==> config.mk <==
export PLATFORM = sky130hd
export DESIGN_NAME = pointer_viewport_tracker_core
export DESIGN_NICKNAME = d
export VERILOG_FILES = /design/src/sv/pvt_pkg.sv /design/src/sv/pvt_axis.sv /design/src/sv/pointer_viewport_tracker_core.sv
export VERILOG_INCLUDE_DIRS = /design/src /design/src/sv
export SDC_FILE = /design/constraint.sdc
export NUM_CORES = 1
export LEC_CHECK = 0
export BUFFER_PORTS_ARGS = -buffer_cell sky130_fd_sc_hd__buf_2
export CORE_MARGIN = 10
export CORE_UTILIZATION = 56
export CTS_CLUSTER_SIZE = 24
export DETAILED_ROUTE_END_ITERATION = 8
export PLACE_DENSITY = 0.82
export SETUP_SLACK_MARGIN = 0.1
export SLEW_MARGIN = 0
export SYNTH_ARGS = -nofsm -noshare
export SYNTH_HDL_FRONTEND = slang
export SYNTH_SLANG_ARGS = --single-unit
export TNS_END_PERCENT = 100
==> constraint.sdc <==
create_clock -name aclk -period 25.6 [get_ports aclk]
set_input_delay 5.12 -clock aclk [delete_from_list [all_inputs] [get_ports aclk]]
set_output_delay 5.12 -clock aclk [all_outputs]
set_load 0.1 [all_outputs]
==> src/sv/assert_macros.svh <==
// Assertion macros for the RTL, included by pointer_viewport_tracker_core.
`ifndef ASSERT_MACROS_SVH
`define ASSERT_MACROS_SVH

// Checked on every aclk edge outside reset.
`define PVT_ASSERT(lbl, prop, msg) \
    lbl: assert property (@(posedge aclk) disable iff (!aresetn) prop) \
        else $error(msg);

// Checked on every aclk edge, reset included.
`define PVT_ASSERT_ALWAYS(lbl, prop, msg) \
    lbl: assert property (@(posedge aclk) prop) else $error(msg);

`endif

==> src/sv/pvt_pkg.sv <==
// Types and constants of the pointer viewport tracker.
package pvt_pkg;

    localparam int MAX_SCREEN = 4096;
    localparam int POS_W      = $clog2(MAX_SCREEN);
    localparam int SIZE_W     = POS_W + 1;
    localparam int AX_W       = POS_W + 3;
    localparam int CFG_IDX_W  = 3;
    localparam int CFG_DATA_W = SIZE_W;
    localparam int IN_DATA_W  = 32;
    localparam int OUT_BITS   = 4 * POS_W + 5;
    localparam int OUT_DATA_W = ((OUT_BITS + 7) / 8) * 8;

    typedef enum logic [CFG_IDX_W-1:0] {
        REG_VIEW_COLS   = 3'd0,
        REG_VIEW_ROWS   = 3'd1,
        REG_REMOTE_COLS = 3'd2,
        REG_REMOTE_ROWS = 3'd3,
        REG_PAUSED      = 3'd4
    } cfg_reg_t;

    typedef struct packed {
        logic [POS_W-1:0] pos;
        logic [POS_W-1:0] off;
    } axis_res_t;

endpackage

==> src/sv/pvt_axis.sv <==
// One axis: pan the window when the pointer leaves it, then clamp the pointer.
module pvt_axis
    import pvt_pkg::*;
(
    input  logic signed [AX_W-1:0]   pos_in,
    input  logic        [POS_W-1:0]  off_in,
    input  logic        [SIZE_W-1:0] view,
    input  logic        [SIZE_W-1:0] remote,
    output axis_res_t                res
);

    logic signed [AX_W-1:0] view_s, remote_s, half_s, span_s, off_s;
    logic signed [AX_W-1:0] o0, o1, o2, dn, up, end1, hi, p;

    always_comb begin
        view_s   = $signed({{(AX_W-SIZE_W){1'b0}}, view});
        remote_s = $signed({{(AX_W-SIZE_W){1'b0}}, remote});
        half_s   = $signed({{(AX_W-SIZE_W+1){1'b0}}, view[SIZE_W-1:1]});
        off_s    = $signed({{(AX_W-POS_W){1'b0}}, off_in});
        span_s   = remote_s - view_s;

        o0 = (off_s > span_s) ? span_s : off_s;

        dn = o0 - half_s;
        o1 = o0;
        if (pos_in < o0) begin
            o1 = (dn < $signed(AX_W'(0))) ? $signed(AX_W'(0)) : dn;
        end

        end1 = o1 + view_s;
        up   = o1 + half_s;
        o2   = o1;
        if ((pos_in >= end1) && (end1 < remote_s)) begin
            o2 = (up > span_s) ? span_s : up;
        end

        hi = o2 + view_s - $signed(AX_W'(1));
        if (pos_in < o2) begin
            p = o2;
        end else if (pos_in > hi) begin
            p = hi;
        end else begin
            p = pos_in;
        end

        res.pos = p[POS_W-1:0];
        res.off = o2[POS_W-1:0];
    end

endmodule

==> src/sv/pointer_viewport_tracker_core.sv <==
// Top level of the pointer viewport tracker: stream ports, state and result register.
// Takes one word per clock unless a full output register stalls. A word sits in
// the input register, where one pass of add, compare and clamp logic per axis
// updates the pointer and window offset, and the result lands in the output
// register, which drives m_tvalid. Start words and words taken while drawing
// is paused update state (or not) and give no result. The output register
// parts the two sides, so a word is taken while the last result waits for
// m_tready; a full output register holds the next word in the input register.
`include "assert_macros.svh"

module pointer_viewport_tracker_core
    import pvt_pkg::*;
(
    input  logic                  aclk,
    input  logic                  aresetn,
    input  logic                  s_tvalid,
    output logic                  s_tready,
    // buttons[7:0], delta_x[15:8], delta_y[23:16], wheel[31:24]
    input  logic [IN_DATA_W-1:0]  s_tdata,
    // action[0]
    input  logic [0:0]            s_tuser,
    output logic                  m_tvalid,
    input  logic                  m_tready,
    // pointer_col[11:0], pointer_row[23:12], button_mask[28:24],
    // offset_col[40:29], offset_row[52:41], zero fill above
    output logic [OUT_DATA_W-1:0] m_tdata,
    // refresh_needed[0]
    output logic [0:0]            m_tuser,
    input  logic                  cfg_valid,
    output logic                  cfg_ready,
    input  logic [CFG_IDX_W-1:0]  cfg_index,
    input  logic [CFG_DATA_W-1:0] cfg_data
);

    logic [SIZE_W-1:0] view_cols_reg, view_rows_reg, remote_cols_reg, remote_rows_reg;
    logic              paused_reg;

    logic              in_valid_reg;
    logic              in_action_reg;
    logic [7:0]        in_buttons_reg;
    logic signed [7:0] in_dx_reg, in_dy_reg, in_wheel_reg;

    logic [POS_W-1:0]  cursor_col_reg, cursor_row_reg, view_left_reg, view_top_reg;

    logic              out_valid_reg;
    logic [POS_W-1:0]  pcol_reg, prow_reg, ocol_reg, orow_reg;
    logic [4:0]        mask_reg;
    logic              refresh_reg;

    logic [SIZE_W-1:0] rc, rr, vc, vr;
    logic signed [AX_W-1:0] col_sum, row_sum;
    axis_res_t         col_res, row_res;
    logic              advance, produce;
    logic [4:0]        mask_next;

    assign cfg_ready = 1'b1;

    always_ff @(posedge aclk) begin
        if (!aresetn) begin
            view_cols_reg   <= SIZE_W'(640);
            view_rows_reg   <= SIZE_W'(480);
            remote_cols_reg <= SIZE_W'(640);
            remote_rows_reg <= SIZE_W'(480);
            paused_reg      <= 1'b0;
        end else if (cfg_valid) begin
            case (cfg_reg_t'(cfg_index))
                REG_VIEW_COLS:   view_cols_reg   <= cfg_data;
                REG_VIEW_ROWS:   view_rows_reg   <= cfg_data;
                REG_REMOTE_COLS: remote_cols_reg <= cfg_data;
                REG_REMOTE_ROWS: remote_rows_reg <= cfg_data;
                REG_PAUSED:      paused_reg      <= cfg_data[0];
                default: begin
                end
            endcase
        end
    end

    // effective sizes
    always_comb begin
        if (remote_cols_reg == '0) begin
            rc = SIZE_W'(1);
        end else if (remote_cols_reg > SIZE_W'(MAX_SCREEN)) begin
            rc = SIZE_W'(MAX_SCREEN);
        end else begin
            rc = remote_cols_reg;
        end
        if (remote_rows_reg == '0) begin
            rr = SIZE_W'(1);
        end else if (remote_rows_reg > SIZE_W'(MAX_SCREEN)) begin
            rr = SIZE_W'(MAX_SCREEN);
        end else begin
            rr = remote_rows_reg;
        end
        if (view_cols_reg == '0) begin
            vc = SIZE_W'(1);
        end else if (view_cols_reg > rc) begin
            vc = rc;
        end else begin
            vc = view_cols_reg;
        end
        if (view_rows_reg == '0) begin
            vr = SIZE_W'(1);
        end else if (view_rows_reg > rr) begin
            vr = rr;
        end else begin
            vr = view_rows_reg;
        end
    end

    assign advance  = in_valid_reg && (!out_valid_reg || m_tready);
    assign produce  = !in_action_reg && !paused_reg;
    assign s_tready = !in_valid_reg || advance;

    always_ff @(posedge aclk) begin
        if (!aresetn) begin
            in_valid_reg <= 1'b0;
        end else if (s_tready) begin
            in_valid_reg <= s_tvalid;
        end
    end

    always_ff @(posedge aclk) begin
        if (s_tready && s_tvalid) begin
            in_action_reg  <= s_tuser[0];
            in_buttons_reg <= s_tdata[7:0];
            in_dx_reg      <= s_tdata[15:8];
            in_dy_reg      <= s_tdata[23:16];
            in_wheel_reg   <= s_tdata[31:24];
        end
    end

    assign col_sum = $signed({{(AX_W-POS_W){1'b0}}, cursor_col_reg})
                   + $signed({{(AX_W-8){in_dx_reg[7]}}, in_dx_reg});
    assign row_sum = $signed({{(AX_W-POS_W){1'b0}}, cursor_row_reg})
                   - $signed({{(AX_W-8){in_dy_reg[7]}}, in_dy_reg});

    pvt_axis u_axis_col (
        .pos_in (col_sum),
        .off_in (view_left_reg),
        .view   (vc),
        .remote (rc),
        .res    (col_res)
    );

    pvt_axis u_axis_row (
        .pos_in (row_sum),
        .off_in (view_top_reg),
        .view   (vr),
        .remote (rr),
        .res    (row_res)
    );

    always_comb begin
        mask_next[0] = in_buttons_reg[0];
        mask_next[1] = in_buttons_reg[2];
        mask_next[2] = in_buttons_reg[1];
        mask_next[3] = (in_wheel_reg > 8'sd0);
        mask_next[4] = in_wheel_reg[7];
    end

    always_ff @(posedge aclk) begin
        if (!aresetn) begin
            cursor_col_reg <= '0;
            cursor_row_reg <= '0;
            view_left_reg  <= '0;
            view_top_reg   <= '0;
        end else if (advance) begin
            if (in_action_reg) begin
                cursor_col_reg <= vc[SIZE_W-1:1];
                cursor_row_reg <= vr[SIZE_W-1:1];
                view_left_reg  <= '0;
                view_top_reg   <= '0;
            end else if (!paused_reg) begin
                cursor_col_reg <= col_res.pos;
                cursor_row_reg <= row_res.pos;
                view_left_reg  <= col_res.off;
                view_top_reg   <= row_res.off;
            end
        end
    end

    always_ff @(posedge aclk) begin
        if (!aresetn) begin
            out_valid_reg <= 1'b0;
        end else if (!out_valid_reg || m_tready) begin
            out_valid_reg <= advance && produce;
        end
    end

    always_ff @(posedge aclk) begin
        if (advance && produce) begin
            pcol_reg    <= col_res.pos;
            prow_reg    <= row_res.pos;
            ocol_reg    <= col_res.off;
            orow_reg    <= row_res.off;
            mask_reg    <= mask_next;
            refresh_reg <= (col_res.off != view_left_reg) || (row_res.off != view_top_reg);
        end
    end

    assign m_tvalid = out_valid_reg;
    assign m_tdata  = {{(OUT_DATA_W-OUT_BITS){1'b0}},
                       orow_reg, ocol_reg, mask_reg, prow_reg, pcol_reg};
    assign m_tuser  = refresh_reg;

    `PVT_ASSERT(a_col_in_window, out_valid_reg |-> (pcol_reg >= ocol_reg), "pointer col left of window")
    `PVT_ASSERT(a_row_in_window, out_valid_reg |-> (prow_reg >= orow_reg), "pointer row above window")
    `PVT_ASSERT(a_start_clears, (advance && in_action_reg) |=> ((view_left_reg == '0) && (view_top_reg == '0)), "start left offsets set")
    `PVT_ASSERT_ALWAYS(a_reset_idle, !aresetn |=> (!out_valid_reg && !in_valid_reg), "valid after reset")

endmodule

[Word-level counts from Yosys, hierarchy flattened]
Cells that the tools add are included.
Storage, ports and cells
  bits in registers: 185
  input bits: 54
Operators by class
  add/subtract/negate cells: 14
  $lt $le $gt $ge: 21
  eq/ne operators: 7
  muxes and demuxes: 30
  reduce and logical (&&, ||, !) cells: 24
Operators by type and width (count)
  $mux W15: 10
  $mux W12: 12
  $mux W13: 8
  $add A15 B14 Y15: 4
  $lt A14 B15 Y1: 4
  $logic_not A13 Y1: 4
  $add A15 B13 Y15: 2
  $ge A14 B15 Y1: 2
  $gt A13 B15 Y1: 2
  $gt A14 B15 Y1: 2
  $gt A15 B15 Y1: 2
  $lt A15 B1 Y1 const B: 2
  $lt A15 B14 Y1: 2
  $sub A15 B13 Y15: 2
  $sub A15 B2 Y15 const B: 2
  $sub A13 B13 Y14: 2
  $gt A13 B13 Y1: 2
  $gt A13 B13 Y1 const B: 2
  $ne A12 B12 Y1: 2
  $add A13 B8 Y14: 1
  $sub A13 B8 Y14: 1
  $reduce_and A2 Y1: 6
  $gt A8 B1 Y1 const B: 1
  $eq A3 B2 Y1 const B: 2
  other kinds (7): 17

[Longest topological paths before layout]
  depth in word-level cells: 24
  mapped depth: 105

[Hierarchy]
From an unflattened synthesis, not the netlist that was laid out.
Second synthesis, totals
  cells, all modules: 2779
  area, all modules: 22455.3 µm²
Modules (own cells, without submodules)
  pointer_viewport_tracker_core: times used 1, cells each 926, area an instance 9014.9 µm², seq. area each 4524.3 µm²
  pvt_axis (u_axis_col): times used 1, cells each 964, area an instance 6932.9 µm², seq. area each 0.0 µm²
  pvt_axis (u_axis_row): times used 1, cells each 889, area an instance 6507.5 µm², seq. area each 0.0 µm²

[Worst setup path before layout]
Ideal clock, no wire load.
  path type: reg-to-reg
  start point: register remote_rows_reg[12]
  end point: register cursor_row_reg[3]
  setup time: 0.122 ns
  arrival time: 18.617 ns
  required time: 25.478 ns
  path slack: 6.861 ns
  cell stages (with the launch flop): 102
  buffers on the path: 10
  period minus slack after synthesis: 18.739 ns
  path through: dfxtp_1 > inv_1 > clkbuf_1 > nand2_1 > ha_1 > a21o_1 > a21o_1 > a21oi_1 > o21ai_0 > a21oi_1 > nor2b_1 > o21ai_0 > nand2b_1 > a21oi_1 > nor2_1 > buf_1 > mux2i_1 > nor2_1 > (+66 left out) > a21oi_1 > o21bai_1 > a21oi_1 > o21bai_1 > a21oi_1 > o21bai_1 > a21oi_1 > xor2_1 > xnor2_1 > ha_1 > or4b_2 > a21oi_1 > o21ai_0 > nand3_1 > clkbuf_1 > mux2i_1 > mux2_4 > a221o_1
RTL lines
  from (decl): RTL line pointer_viewport_tracker_core.sv:35  | logic [SIZE_W-1:0] view_cols_reg, view_rows_reg, remote_cols_reg, remote_rows_reg;
  from (signal assigned): RTL line pointer_viewport_tracker_core.sv:70  | REG_REMOTE_ROWS: remote_rows_reg <= cfg_data;
  to (signal assigned): RTL line pointer_viewport_tracker_core.sv:170  | cursor_row_reg <= vr[SIZE_W-1:1];
  to (signal assigned): RTL line pointer_viewport_tracker_core.sv:175  | cursor_row_reg <= row_res.pos;
  to (decl): RTL line pointer_viewport_tracker_core.sv:43  | logic [POS_W-1:0] cursor_col_reg, cursor_row_reg, view_left_reg, view_top_reg;

==> results.md <==
- Area leader, netlist: ha_1
- EDFF count, synth: 82
- Crit Path Max Fanout: 19
- Postcts setup bufs: 0
- Worst skew pair latency: 500 ps
- Final setup violation count: 0
- H-tree Lvls: 4
- Post-synthesis compound-gate area fraction: between 20% and 30%
- Adder-Cell Fraction of Synth Area: 20.8%
- Xor-xnor portion of the synthesized cell area: 7.14%
- Skew final: around 23 ps
- Max stage delay on crit path: 1020 ps
- Number of distinct library cells after synthesis: roughly 110
- Commonest cells post-synth: 348 x ha_1, 294 x inv_1, 268 x nand2_1, 207 x a21oi_1, 159 x nor2_1
- Initial Util: 56.7%
- Ant. Diodes: 0
- Synth async-reset ratio: 0%
- Vias in the first global route: 20,300
- Root buffer cell: clkbuf_16
- Die Span X: roughly 220 um
- CTS Buffer Depth: 2
- Antenna violations before repair: 1
- Vias/cell: 6.24
- Pre-Repair DR Iteration Count: 6
- GRT Total Usage: 28.1%
- Final worst path period need: 22,340 ps
- Period utilization: 87.3%
- Largest family of logic cells by synthesized area: compound AO/OA/AOI/OAI gates
- Area growth syn-to-layout: 6.95%
- Cells after Synth: 2,774
- DR vias: 21,100
- TNS Setup: 0 ps
- Crit start category: register
- Die Span Y: 221 um
- RSZ-0062 raised after global routing: no
- Mapped Area: 0.0225 mm2
- Final Max Tran Viols: 0
- Fill count: 3,499
- Worst path arrival time: 22,720 ps
- First-pass GRT wire length: 107 mm
- Largest net degree at the start of global routing: 106
- Mapped Avg Cell Area: 8.12 um2
- Clk sinks: 185
- Core outline area: 0.0397 mm2
- Gpl congestion: 0.993
- Synth area leaders: ha_1 19%, edfxtp_1 11%, dfxtp_1 9.2%, xnor2_1 5.0%, inv_1 4.9%
- Clock tree from TritonCTS: yes
- Final nets: 3,257
- Cts hold-fix bufs: 0
- Routed len/inst: 20.5 um
- Most common flop cell mapped by yosys: dfxtp_1
- Max-cap violations: 0
- CP most frequent cell: a21oi_1
- Clock buffers created by TritonCTS: 17
- WL met2: 30.4 mm
- WS Path Type: reg2reg
- Iter 0 DRT Violations: 2,058
- # IOs: approximately 110
- Yosys warns: 0
- Synth Area in Simple Gates: between 10% and 20%
- Row count: 73
- Die area: 0.0486 mm2
- Fmax: 44.8 MHz
- CP endpoint kind: register
- Final ANT Viol Nets: 0
- Worst path required time: 25,980 ps
- DP HPWL: 56.8 mm
- IO Port Bufs: 104
- Wl on met1: between 30 and 40 mm
- Routed length on met3: 6.56 mm
- Most frequent cell after synthesis: ha_1
- Post-synth top area share: 19.3%
- Crit-path slowest cell: a221oi_2
- #FFs+latches synth: 185
- Post-CTS Resized: 0
- Routed WL: 69.3 mm
- Clk slew on worst S/H paths: 80 ps
- Grt total ovfl: 0
- Tightest Pin Transition: about 1200 ps
- Share of cells above drive strength 1: 8.96%
- Final hold vios: 0
- Status: finished clean
- Residual DRC count: 0
- Slew headroom: 18.8%
- Post-synthesis mux area share: 5.84%
- Hold Path Class: reg2reg
- Uppermost routed layer: met5
- Post-synthesis sequential area ratio: around 20%
per-layer routing:
| layer | vias to the layer above | global-route usage [%] |
|---|---|---|
| met2 | 905 | 44.4 |
| met3 | 105 | 5.20 |
| met5 | - | 0 |
| met1 | 10000 | 38.0 |
| met4 | 2 | 9.00 |
| li1 | 10100 | - |
layout make-up:
| class | instances | area [um2] | share of cell area (%) |
|---|---|---|---|
| clock buffers | 22 | 454 | 1.89 |
| clock inverters | 10 | 88.8 | 0.369 |
| flip-flops and latches | 185 | 4520 | 18.8 |
| well taps | 525 | 657 | 2.73 |
| multi-input cells | 2209 | 16500 | 68.5 |
| inverters | 297 | 1110 | 4.63 |
| repair buffers | 133 | 738 | 3.07 |
layout by cell type (no fill, tap or decap), types with 17 or more instances in the layout:
cell type,count
a211oi_1,18
and2_1,23
nand3_1,60
buf_4,29
o21bai_1,36
mux2i_1,109
a31oi_1,20
buf_2,104
nand2_1,268
o21a_1,66
or2_2,30
clkbuf_16,17
nand4_1,28
a21o_1,52
xor2_1,39
nor2b_1,48
inv_1,294
nor4_1,21
a21oi_1,206
and3_1,18
xnor2_1,128
ha_1,348
nand2b_1,40
edfxtp_1,82
o21ai_0,140
a21boi_0,44
dfxtp_1,103
nor2_1,159
nor3_1,38
o211ai_1,17
stage by stage:
stage	util (%)	std cells	hold slack (ps)	setup slack, ps	instance area, um2
final	60.6	3381	405	3260	24100
after global routing	60.6	3381	434	1940	24100
after CTS	60.6	3381	411	3840	24100
after detailed placement	59.2	3349	405	3890	23500
after global placement	59.2	3349	415	4300	23500
after floorplan	-	2776	400	6860	22500
path summary, 6_finish.rpt:
check	slack, ps	startpoint	cells past startpoint	end
worst max-delay path	3260	remote_cols_reg[12]$_SDFFE_PN0P_	89	cursor_col_reg[2]$_SDFFE_PN0P_
worst min-delay path	410	in_buttons_reg[1]$_DFFE_PP_	0	mask_reg[2]$_DFFE_PP_
worst max register to register	3260	remote_cols_reg[12]$_SDFFE_PN0P_	89	cursor_col_reg[2]$_SDFFE_PN0P_
worst min register to register	410	in_buttons_reg[1]$_DFFE_PP_	0	mask_reg[2]$_DFFE_PP_
worst max-delay path: cells and delay by family (launching register included):
family	cells	cell delay [ps]
AOI/OAI and AO/OA	52	11570
adders and majority gates	10	3130
and+or+nand+nor	12	3080
muxes	5	1410
xor gates and xnor gates	5	1260
buffers and inverters	5	1190
DFF	1	540
cell families after synthesis:
kind of cell	count (synthesis)
simple gates	771
compound gates	766
buf+inv	382
fa+ha+maj	368
flops	185
xor+xnor	174
mux	126
other cells	2
Power is not shown: default switching activity piles up to over one toggle a cycle in this logic, so the estimate is an artifact.
